## config.mk

```make
export PLATFORM = sky130hd
export DESIGN_NAME = tensor_similarity_metrics_top
export DESIGN_NICKNAME = d
export VERILOG_FILES = /design/src/tsm_pkg.sv /design/src/tensor_similarity_metrics_top.sv
export SDC_FILE = /design/constraint.sdc
export NUM_CORES = 2
export LEC_CHECK = 0
export ABC_AREA = 1
export BUFFER_PORTS_ARGS = -buffer_cell sky130_fd_sc_hd__buf_2
export CORE_MARGIN = 2
export CORE_UTILIZATION = 50
export DETAILED_ROUTE_END_ITERATION = 7
export GPL_TIMING_DRIVEN = 0
export PLACE_DENSITY = 0.64
export SYNTH_ARGS = -nofsm -noshare
export SYNTH_HDL_FRONTEND = slang
export SYNTH_SLANG_ARGS = --single-unit
```

## constraint.sdc

```tcl
create_clock -name clk -period 11.6 [get_ports clk]
set_input_delay 1.74 -clock clk [delete_from_list [all_inputs] [get_ports clk]]
set_output_delay 1.74 -clock clk [all_outputs]
set_load 0.02 [all_outputs]
```

## src/tsm_pkg.sv

```systemverilog
// package for the tensor similarity metrics block
// holds sizes, constants, the sequencer state type and the multiplier select type; no dependencies
`timescale 1ns / 1ps
package tsm_pkg;
  localparam int ElemWidth = 16;
  localparam logic [16:0] MaxLen = 17'd65536;
  localparam logic [15:0] ThreshReset = 16'd41;
  localparam int FracCos = 14;
  localparam int DivSteps = 64;
  localparam int SqrtSteps = 47;

  typedef enum logic [3:0] {
    ST_IDLE,
    ST_MUL_RT,
    ST_MUL_RR,
    ST_MUL_TT,
    ST_ADD_TT,
    ST_NORM_MUL,
    ST_SQRT,
    ST_DIV_MEAN,
    ST_DIV_COS,
    ST_EMIT
  } state_t;

  typedef enum logic [2:0] {
    MS_RT,
    MS_RR,
    MS_TT,
    MS_A0B0,
    MS_A0B1,
    MS_A1B0,
    MS_A1B1
  } mul_sel_t;
endpackage

```

## src/tensor_similarity_metrics_top.sv

```systemverilog
// Tensor similarity metrics: pairs of 16-bit elements in, one metrics result per vector out.
// A pair is accepted in the idle state and then takes three products through the single
// shared 25x25 multiplier and the last norm add before the next pair can be accepted; a pair
// beyond the length limit is dropped in its accept cycle. A pair marked tlast then goes on to
// the 94-bit norm product (four partial products), the square root, the mean division, the
// cosine division and the cosine sign and clamp (both skipped when a norm is zero), and the
// load of the output register. Input stays not ready until the result is loaded, which waits
// while a previous result is still held in the output register.
// Input tdata: ref_value [15:0], test_value [31:16]; tlast marks the last pair.
// Depends on tsm_pkg.
`timescale 1ns / 1ps
module tensor_similarity_metrics_top (
  input  logic         clk,
  input  logic         rst,
  input  logic         cfg_valid,
  output logic         cfg_ready,
  input  logic [15:0]  cfg_data,
  input  logic         s_axis_tvalid,
  output logic         s_axis_tready,
  // ref_value [15:0], test_value [31:16]
  input  logic [31:0]  s_axis_tdata,
  input  logic         s_axis_tlast,
  output logic         m_axis_tvalid,
  input  logic         m_axis_tready,
  // max_abs_diff [15:0], mean_abs_diff [31:16], cosine [47:32], ref_argmax [63:48],
  // test_argmax [79:64], index_match [80], pass_flag [81], element_count [98:82],
  // length_overflow [99], zero fill [103:100]
  output logic [103:0] m_axis_tdata
);

  tsm_pkg::state_t   state, state_next;
  tsm_pkg::mul_sel_t mul_sel;

  logic [15:0] threshold;
  logic signed [15:0] ref_in, test_in;
  logic        last_in;

  logic [15:0] running_max_diff;
  logic [31:0] running_sum_diff;
  logic [47:0] running_dot;
  logic [46:0] ref_norm_sq, test_norm_sq;
  logic signed [15:0] ref_best_value, test_best_value;
  logic [15:0] ref_best_index, test_best_index;
  logic [16:0] pair_counter;
  logic        overflow_seen;

  logic [6:0]  step;
  logic signed [24:0] mul_a, mul_b;
  logic signed [49:0] prod;

  logic [93:0] norm_prod;
  logic [49:0] sq_rem;
  logic [46:0] sq_root;
  logic [63:0] div_num;
  logic [48:0] div_rem;
  logic [47:0] div_den;
  logic [15:0] mean_r, cos_r;

  logic [16:0] abs_diff;
  logic        accept;
  logic [49:0] sq_shift, sq_trial;
  logic [48:0] div_shift;
  logic        div_ge;
  logic        dot_neg;
  logic [47:0] dot_mag;
  logic [14:0] q_clamp;
  logic [93:0] prod_shifted;
  logic        cos_pending;
  logic        out_load;

  assign cfg_ready = 1'b1;
  assign accept = s_axis_tvalid && s_axis_tready;

  // cosine sign and clamp still to do, then output register load
  assign cos_pending = (step == '0) && (pair_counter != '0) && (sq_root != '0);
  assign out_load = (state == tsm_pkg::ST_EMIT) && !cos_pending &&
                    (!m_axis_tvalid || m_axis_tready);

  // configuration register
  always_ff @(posedge clk) begin
    if (rst) begin
      threshold <= tsm_pkg::ThreshReset;
    end else if (cfg_valid) begin
      threshold <= cfg_data;
    end
  end

  // next state
  always_comb begin
    state_next = state;
    case (state)
      tsm_pkg::ST_IDLE: begin
        if (s_axis_tvalid) begin
          if (pair_counter < tsm_pkg::MaxLen) state_next = tsm_pkg::ST_MUL_RT;
          else if (s_axis_tlast) state_next = tsm_pkg::ST_NORM_MUL;
        end
      end
      tsm_pkg::ST_MUL_RT: state_next = tsm_pkg::ST_MUL_RR;
      tsm_pkg::ST_MUL_RR: state_next = tsm_pkg::ST_MUL_TT;
      tsm_pkg::ST_MUL_TT: state_next = tsm_pkg::ST_ADD_TT;
      tsm_pkg::ST_ADD_TT: state_next = last_in ? tsm_pkg::ST_NORM_MUL : tsm_pkg::ST_IDLE;
      tsm_pkg::ST_NORM_MUL: if (step == 7'd4) state_next = tsm_pkg::ST_SQRT;
      tsm_pkg::ST_SQRT: if (step == 7'(tsm_pkg::SqrtSteps - 1)) state_next = tsm_pkg::ST_DIV_MEAN;
      tsm_pkg::ST_DIV_MEAN: begin
        if (step == 7'(tsm_pkg::DivSteps - 1)) begin
          state_next = (sq_root != '0) ? tsm_pkg::ST_DIV_COS : tsm_pkg::ST_EMIT;
        end
      end
      tsm_pkg::ST_DIV_COS: if (step == 7'(tsm_pkg::DivSteps - 1)) state_next = tsm_pkg::ST_EMIT;
      tsm_pkg::ST_EMIT: if (out_load) state_next = tsm_pkg::ST_IDLE;
      default: state_next = tsm_pkg::ST_IDLE;
    endcase
  end

  // control outputs: handshake and multiplier operand select
  always_comb begin
    s_axis_tready = (state == tsm_pkg::ST_IDLE);
    mul_sel = tsm_pkg::MS_RT;
    case (state)
      tsm_pkg::ST_MUL_RR: mul_sel = tsm_pkg::MS_RR;
      tsm_pkg::ST_MUL_TT: mul_sel = tsm_pkg::MS_TT;
      tsm_pkg::ST_NORM_MUL: begin
        case (step)
          7'd0: mul_sel = tsm_pkg::MS_A0B0;
          7'd1: mul_sel = tsm_pkg::MS_A0B1;
          7'd2: mul_sel = tsm_pkg::MS_A1B0;
          default: mul_sel = tsm_pkg::MS_A1B1;
        endcase
      end
      default: mul_sel = tsm_pkg::MS_RT;
    endcase
  end

  // shared multiplier operands
  always_comb begin
    case (mul_sel)
      tsm_pkg::MS_RT: begin mul_a = 25'(ref_in); mul_b = 25'(test_in); end
      tsm_pkg::MS_RR: begin mul_a = 25'(ref_in); mul_b = 25'(ref_in); end
      tsm_pkg::MS_TT: begin mul_a = 25'(test_in); mul_b = 25'(test_in); end
      tsm_pkg::MS_A0B0: begin
        mul_a = {1'b0, ref_norm_sq[23:0]}; mul_b = {1'b0, test_norm_sq[23:0]};
      end
      tsm_pkg::MS_A0B1: begin
        mul_a = {1'b0, ref_norm_sq[23:0]}; mul_b = {2'b0, test_norm_sq[46:24]};
      end
      tsm_pkg::MS_A1B0: begin
        mul_a = {2'b0, ref_norm_sq[46:24]}; mul_b = {1'b0, test_norm_sq[23:0]};
      end
      default: begin
        mul_a = {2'b0, ref_norm_sq[46:24]}; mul_b = {2'b0, test_norm_sq[46:24]};
      end
    endcase
  end

  // datapath helpers
  always_comb begin
    abs_diff = (ref_in >= test_in) ? 17'(32'(ref_in) - 32'(test_in))
                                   : 17'(32'(test_in) - 32'(ref_in));
    case (step)
      7'd1: prod_shifted = {46'b0, prod[47:0]};
      7'd4: prod_shifted = {prod[45:0], 48'b0};
      default: prod_shifted = {22'b0, prod[47:0], 24'b0};
    endcase
    sq_shift = {sq_rem[47:0], norm_prod[93:92]};
    sq_trial = {1'b0, sq_root, 2'b01};
    div_shift = {div_rem[47:0], div_num[63]};
    div_ge = div_shift >= {1'b0, div_den};
    dot_neg = running_dot[47];
    dot_mag = dot_neg ? (~running_dot + 48'd1) : running_dot;
    q_clamp = (div_num[63:15] != '0 || div_num[14:0] > 15'd16384) ? 15'd16384
                                                                     : div_num[14:0];
  end

  // result valid flag
  always_ff @(posedge clk) begin
    if (rst) begin
      m_axis_tvalid <= 1'b0;
    end else if (out_load) begin
      m_axis_tvalid <= 1'b1;
    end else if (m_axis_tready) begin
      m_axis_tvalid <= 1'b0;
    end
  end

  // sequencer, accumulators and shared units
  always_ff @(posedge clk) begin
    if (rst) begin
      state <= tsm_pkg::ST_IDLE;
      step <= '0;
      running_max_diff <= '0;
      running_sum_diff <= '0;
      running_dot <= '0;
      ref_norm_sq <= '0;
      test_norm_sq <= '0;
      ref_best_value <= '0;
      test_best_value <= '0;
      ref_best_index <= '0;
      test_best_index <= '0;
      pair_counter <= '0;
      overflow_seen <= 1'b0;
    end else begin
      state <= state_next;
      prod <= mul_a * mul_b;
      case (state)
        tsm_pkg::ST_IDLE: begin
          step <= '0;
          norm_prod <= '0;
          if (accept) begin
            ref_in <= s_axis_tdata[15:0];
            test_in <= s_axis_tdata[31:16];
            last_in <= s_axis_tlast;
            if (pair_counter >= tsm_pkg::MaxLen) overflow_seen <= 1'b1;
          end
        end
        tsm_pkg::ST_MUL_RT: begin
          // compare and count updates for this pair
          if (abs_diff[15:0] > running_max_diff) running_max_diff <= abs_diff[15:0];
          running_sum_diff <= running_sum_diff + 32'(abs_diff);
          if (pair_counter == '0 || ref_in > ref_best_value) begin
            ref_best_value <= ref_in;
            ref_best_index <= pair_counter[15:0];
          end
          if (pair_counter == '0 || test_in > test_best_value) begin
            test_best_value <= test_in;
            test_best_index <= pair_counter[15:0];
          end
          pair_counter <= pair_counter + 17'd1;
        end
        tsm_pkg::ST_MUL_RR: running_dot <= running_dot + {{16{prod[31]}}, prod[31:0]};
        tsm_pkg::ST_MUL_TT: ref_norm_sq <= ref_norm_sq + prod[46:0];
        tsm_pkg::ST_ADD_TT: test_norm_sq <= test_norm_sq + prod[46:0];
        tsm_pkg::ST_NORM_MUL: begin
          // partial products of the norm product
          if (step != '0) norm_prod <= norm_prod + prod_shifted;
          if (step == 7'd4) begin
            step <= '0;
            sq_rem <= '0;
            sq_root <= '0;
          end else begin
            step <= step + 7'd1;
          end
        end
        tsm_pkg::ST_SQRT: begin
          // two bits of radicand per step
          norm_prod <= {norm_prod[91:0], 2'b00};
          if (sq_shift >= sq_trial) begin
            sq_rem <= sq_shift - sq_trial;
            sq_root <= {sq_root[45:0], 1'b1};
          end else begin
            sq_rem <= sq_shift;
            sq_root <= {sq_root[45:0], 1'b0};
          end
          if (step == 7'(tsm_pkg::SqrtSteps - 1)) begin
            step <= '0;
            div_num <= {32'b0, running_sum_diff};
            div_den <= {31'b0, pair_counter};
            div_rem <= '0;
          end else begin
            step <= step + 7'd1;
          end
        end
        tsm_pkg::ST_DIV_MEAN, tsm_pkg::ST_DIV_COS: begin
          // restoring division, one quotient bit per step
          if (step == 7'(tsm_pkg::DivSteps - 1) && state == tsm_pkg::ST_DIV_MEAN) begin
            step <= '0;
            mean_r <= (pair_counter == '0) ? 16'd0 : {div_num[14:0], div_ge};
            cos_r <= '0;
            // load the cosine division
            div_num <= {2'b0, dot_mag, {tsm_pkg::FracCos{1'b0}}};
            div_den <= {1'b0, sq_root};
            div_rem <= '0;
          end else begin
            div_rem <= div_ge ? (div_shift - {1'b0, div_den}) : div_shift;
            div_num <= {div_num[62:0], div_ge};
            if (step == 7'(tsm_pkg::DivSteps - 1)) begin
              step <= '0;
            end else begin
              step <= step + 7'd1;
            end
          end
        end
        tsm_pkg::ST_EMIT: begin
          if (cos_pending) begin
            cos_r <= dot_neg ? (16'd0 - {1'b0, q_clamp}) : {1'b0, q_clamp};
            step <= 7'd1;
          end else if (out_load) begin
            m_axis_tdata[15:0] <= running_max_diff;
            m_axis_tdata[31:16] <= mean_r;
            m_axis_tdata[47:32] <= cos_r;
            m_axis_tdata[63:48] <= ref_best_index;
            m_axis_tdata[79:64] <= test_best_index;
            m_axis_tdata[80] <= (ref_best_index == test_best_index);
            m_axis_tdata[81] <= (ref_best_index == test_best_index) &&
                                (running_max_diff <= threshold);
            m_axis_tdata[98:82] <= pair_counter;
            m_axis_tdata[99] <= overflow_seen;
            m_axis_tdata[103:100] <= '0;
            // clear for the next vector
            running_max_diff <= '0;
            running_sum_diff <= '0;
            running_dot <= '0;
            ref_norm_sq <= '0;
            test_norm_sq <= '0;
            ref_best_value <= '0;
            test_best_value <= '0;
            ref_best_index <= '0;
            test_best_index <= '0;
            pair_counter <= '0;
            overflow_seen <= 1'b0;
            step <= '0;
          end
        end
        default: step <= '0;
      endcase
    end
  end

endmodule

```

After elaboration in Yosys (flattened, before gate mapping)
Index checks and enable logic that the tools add are counted.

cells by class
  $add $sub $neg = 13
  reductions and logical operators = 55
  equality and inequality tests = 37
  bitwise logic cells = 4
  muxes and demuxes = 80
  $mul = 1
  order comparisons = 10

operators by type and width
  kind                                           count
  2-to-1 mux 48 bit                              10
  one-hot mux 48 bit (2 select lines)            4
  one-hot mux 47 bit (2 select lines)            3
  one-hot mux 94 bit (3 select lines)            1
  one-hot mux 16 bit (2 select lines)            6
  one-hot mux 94 bit (2 select lines)            1
  2-to-1 mux 16 bit                              10
  one-hot mux 25 bit (3 select lines)            2
  2-to-1 mux 47 bit                              3
  2-to-1 mux 64 bit                              2
  one-hot mux 64 bit (2 select lines)            1
  subtractor 48 bit                              2
  adder 47 bit                                   2
  adder 94 bit                                   1
  2-to-1 mux 94 bit                              1
  2-to-1 mux 32 bit                              2
  one-hot mux 32 bit (2 select lines)            1
  2-to-1 mux 17 bit                              3
  greater-or-equal comparator 50 x 49 -> 1 bit   1
  greater-or-equal comparator 49 x 48 -> 1 bit   1
  nonzero test 49 bit                            1
  adder 48 x 1 -> 48 bit, second input constant  1
  adder 48 bit                                   1
  > comparator 16 bit                            3
  58 further kinds                               137

word-level totals
  input bits = 54
  register bits = 862
  logic and storage cells = 228
  output and inout port bits = 107

Depth between registers and ports, before layout
  depth after elaboration = 9
  gate-level depth with buffers = 44
  gate-level depth less buffers = 42

Worst setup path before layout
Ideal clock, no wire load.

  path kind = input port to flip-flop
  start = input rst
  end = register sq_rem[0], enable pin
  stages = 2
  setup slack = 1.970 ns
  data arrival time = 8.940 ns
  setup time = 0.690 ns
  path through = clkbuf_1 -> a211oi_1

on the way
  word-level cells in the longest chain between the ends = 2

ends and longest elaborated chain
  what                                  line                                  RTL
  from (decl)                           tensor_similarity_metrics_top.sv:14   input logic rst,
  inverter 1 bit (no source line)       --
  AND reduction 3 bit (no source line)  --
  to (signal assigned)                  tensor_similarity_metrics_top.sv:247  sq_rem <= sq_shift - sq_trial;
  to (signal assigned)                  tensor_similarity_metrics_top.sv:250  sq_rem <= sq_shift;
  to (decl)                             tensor_similarity_metrics_top.sv:52   logic [49:0] sq_rem;

Every way passes these cells.
A chain may end at the register's enable or synchronous reset.

Final worst setup path
  start = register state[2]
  end = register prod[47] (data pin)

on the way
  word-level cells in the longest chain between the ends = 6

ends and longest elaborated chain
  what                                                                          line                                  RTL
  from (decl)                                                                   tensor_similarity_metrics_top.sv:31   tsm_pkg::state_t state, state_next;
  from (signal assigned)                                                        tensor_similarity_metrics_top.sv:188  state <= tsm_pkg::ST_IDLE;
  from (signal assigned)                                                        tensor_similarity_metrics_top.sv:202  state <= state_next;
  equality test 4 x 3 -> 1 bit or equality test 4 x 2 -> 1 bit (tied branches)  tensor_similarity_metrics_top.sv:119  case (state)
  one-hot mux 3 bit (3 select lines) (*)                                        tensor_similarity_metrics_top.sv:119
  equality test 3 x 2 -> 1 bit (tied with other cells)                          tensor_similarity_metrics_top.sv:136  case (mul_sel)
  OR reduction 2 bit (no source line)                                           --
  one-hot mux 25 bit (3 select lines)                                           tensor_similarity_metrics_top.sv:136
  multiplier 25 x 25 -> 48 bit (*)                                              tensor_similarity_metrics_top.sv:203  prod <= mul_a * mul_b;
  to (signal assigned)                                                          tensor_similarity_metrics_top.sv:203
  to (decl)                                                                     tensor_similarity_metrics_top.sv:49   logic signed [49:0] prod;

Every way passes the cells marked *; elsewhere a longest branch is shown, timed or not.

==> summary by stage <==
Outcome
The flow ran to the end, but the final reports show violations. The checks that failed: design-rule violations.

Global routing
The overall fraction of global-route tracks in use is 39.2%. The maximum number of pins on one net before global-route repair is 54. The number of antenna violations at the first check in global routing is 4. The via count of the first global-routing pass is 86000. The wire length of the first global-routing pass is 534000 µm. After global routing the overflow that remains totals 0.

Placement
The number of placed instances with taps included is 15200. Routability-driven placement finished with a final weighted congestion of 1.08. The port buffer count is 155. The wire-length estimate of the detail-placed layout is 301000 µm.

Synthesis
After technology mapping, the gate count stands at 12700. The average size of a mapped cell is 7.07 µm². The primary flip-flop cell chosen by synthesis mapping is sky130_fd_sc_hd__edfxtp_1.

Summed over all instances, the cell type with the most area after synthesis is sky130_fd_sc_hd__edfxtp_1. The total of warnings raised by yosys is 0. Yosys mapped the design onto 66 distinct sky130hd cell types. The proportion of synthesized flip-flops having asynchronous set or reset is 0%. The mapped netlist covers 0.0897 mm².

By area the synthesized netlist is led by sky130_fd_sc_hd__edfxtp_1, sky130_fd_sc_hd__fa_1, sky130_fd_sc_hd__nand2_1. The post-synthesis sequential element count is 861. The number of synthesized flops with an enable pin is 561. The proportion of netlist area held by the largest area contributor is 18.8%. The part of the Yosys area used for sequential elements is 25.5%.

Cells and area
After the flow finishes, the layout carries non-filler instances totaling 15400. The layout overhead on the synthesized area is 8.78%. In the final layout, the share of cells above drive strength 1 is 5.40%. The count of nets after finishing is 14300. After filler insertion, the fill cell instance count of the layout stands at 17600. The area of all sequential standard cells is 0.0229 mm².

The multi-input combinational cell area is 0.0575 mm².

Route
The starting DRC count in detailed routing is 10000. Detailed routing inserted a total of 89300 vias. The via density per instance is 5.79.

The average wire length per cell after detail routing is 23.5 µm. The count of nets left with antenna violations once routing finished came out at 0. The number of iterations in the first detailed-routing pass is 8. Wires add up to 362000 µm. The count of unresolved DRC violations after routing is 24.

Critical path
STA classifies the critical path startpoint as a flop. The endpoint identified for the worst register-to-register timing path is prod[47]. The start point of the critical path is state[2]. The biggest cell delay along the critical path is 1.16 ns. STA classifies the critical path endpoint as a flop. The critical path is of the reg -> reg type. The register-to-register setup slack is 1.72 ns. In this run the worst path has a maximum fanout of 11.

The critical path's slowest cell is sky130_fd_sc_hd__fa_1. The number of cells on the worst reg-to-reg path is 33. STA puts the critical path data required time at 12.10 ns. The launching point of the worst reg2reg path is state[2]. The termination of the worst setup path is prod[47]. The data arrival time of the worst path is 10.38 ns.

Clock network
Once the clock tree was built, the resizer swapped 0 gates to a different size. The insertion delay of the later-clocked pin in the worst-skew pair is 0.81 ns. The maximum buffer depth of the clock tree is 3.

The CTS sink count is 861. In this run, CTS created clock tree buffers numbering 103. Clock tree synthesis selected as its root buffer the cell sky130_fd_sc_hd__clkbuf_16. After clock tree synthesis, the clock-pin slew on the worst setup and hold paths is 0.06 ns. The H-tree generated during clock tree synthesis spans 3 levels. Once the clock tree was built, the setup fixing pass inserted 0 buffers.

The CTS tree is yes. The number of hold buffers added after cts is 0.

Floorplanning
The vertical die dimension is 427 µm. The die is 427 µm wide. The total I/O pin count is 161. The area enclosed by the die boundary is 0.183 mm². The floorplan has 155 rows. The total area inside the core boundary comes to 0.178 mm².

The starting density of the core is 50.3%.

Timing
The worst path uses 85.2% of the clock period. The worst clock skew is 0.0671 ns. The number of pins exceeding their max-slew limit in the final report is 0. The worst-margin pin slew is 1.49 ns.

Setup repair after global routing left no endpoint under its margin. The number of setup violations in the final report is 0. The achievable frequency is 101 MHz. The remaining max-slew budget at the tightest pin is 0.709%. The final critical delay including setup and external delays is 9.88 ns. The count of endpoints failing hold in the final timing report is 0.

Min path
The path type of the worst min-delay path is reg -> reg.

Run
Max-cap violations in this run came to 0.
-- stage by stage --
step / utilization [%] / setup WS (ns) / cell area [µm²] / hold slack, ns / TNS [ns]
6_report: 54.7 / 1.72 / 97500 / 0.408 / 0
5_1_grt: 54.7 / 1.12 / 97500 / 0.421 / 0
4_1_cts: 54.7 / 1.79 / 97500 / 0.415 / 0
3_5_place_dp: 52.7 / 1.86 / 93900 / 0.405 / 0
3_3_place_gp: 52.4 / -3.99 / 93400 / 0.405 / -540.66
2_1_floorplan: - / 1.97 / 89700 / 0.400 / 0
-- cell type report --
| cell class | instances | share of cell area, % |
|---|---|---|
| Clock inverter | 65 | 0.800 |
| Multi-Input combinational cell | 9429 | 58.9 |
| Antenna cell | 5 | 0.0128 |
| Clock buffer | 130 | 2.91 |
| Sequential cell | 861 | 23.4 |
| Tap cell | 2355 | 3.02 |
| Timing Repair Buffer | 178 | 1.23 |
| Inverter | 2062 | 7.94 |
| Buffer | 330 | 1.75 |
-- Yosys cell counts (all sizes together) (44+ instances only) --
cell,n
fa,648
nand3,647
ha,587
nand4,149
o21ai,708
clkbuf,131
o22ai,54
xnor2,67
nand2,3038
buf,199
nor3,109
or2,85
inv,2055
nor4,44
edfxtp,561
o21bai,60
dfxtp,300
xor2,109
a21oi,984
nor2,1853
-- worst min path at each step --
stage,end,slack [ns],cells past startpoint,start
2_1_floorplan,m_axis_tdata[16],0.40,0,mean_r[0]
3_3_place_gp,m_axis_tdata[24],0.41,0,mean_r[8]
3_5_place_dp,m_axis_tdata[25],0.40,0,mean_r[9]
4_1_cts,m_axis_tdata[40],0.42,0,cos_r[8]
5_1_grt,m_axis_tdata[19],0.42,0,mean_r[3]
6_report,m_axis_tdata[23],0.41,0,mean_r[7]
-- state kept, by name, indices dropped and copies added (netlist names), 48 cells and up --
name and cells:
div_num 64, div_rem 48, m_axis_tdata 100, norm_prod 94, prod 48, running_dot 48
sq_rem 48
-- critical path, delay by kind of cell (launching register included) --
family | cells | cell delay (ns)
adder cells (fa/ha/maj) | 8 | 5.10
buffers and inverters | 9 | 1.55
flip-flops | 1 | 0.36
AND/OR/NAND/NOR | 16 | 2.49
-- cells in the final DEF, fill, tap and decap left out, drive strengths merged, types with 36 or more instances in the layout --
master,n
dfxtp,300
nand2,3038
xnor2,67
o21bai,60
inv,2062
xor2,109
o21ai,708
a21o,43
a31oi,37
nand3,647
buf,377
edfxtp,561
clkinv,41
o211ai,36
fa,648
nor2,1853
nor3,109
nor4,44
clkbuf,261
a21oi,984
or2,85
ha,587
nand4,149
o22ai,54
-- logic make-up (layout without fill, tap and decap cells) --
family / after synthesis / in the layout / synth area share, %
adder cells (fa/ha/maj): 1235 / 1235 / 22.7
XOR/XNOR: 176 / 176 / 1.72
AND/OR/NAND/NOR: 5973 / 5973 / 27.2
AO/OA/AOI/OAI: 2040 / 2040 / 12.4
buffers and inverters: 2392 / 2765 / 10.5
flip-flops: 861 / 861 / 25.5
other: 2 / 10 / 0.00837
-- layer usage --
layer / share of wire (%) / wire (µm) / GRT usage, % / up-vias
li1: - / - / - / 41300
met1: 41 / 148000 / 51.9 / 42500
met2: 43 / 154000 / 59.7 / 4497
met3: 9.6 / 34800 / 7.64 / 1034
met4: 7.0 / 25400 / 22.8 / 4
met5: 0.0061 / 22 / 0 / -
Power is not shown: default switching activity piles up to over one toggle a cycle in this logic, so the estimate is an artifact.
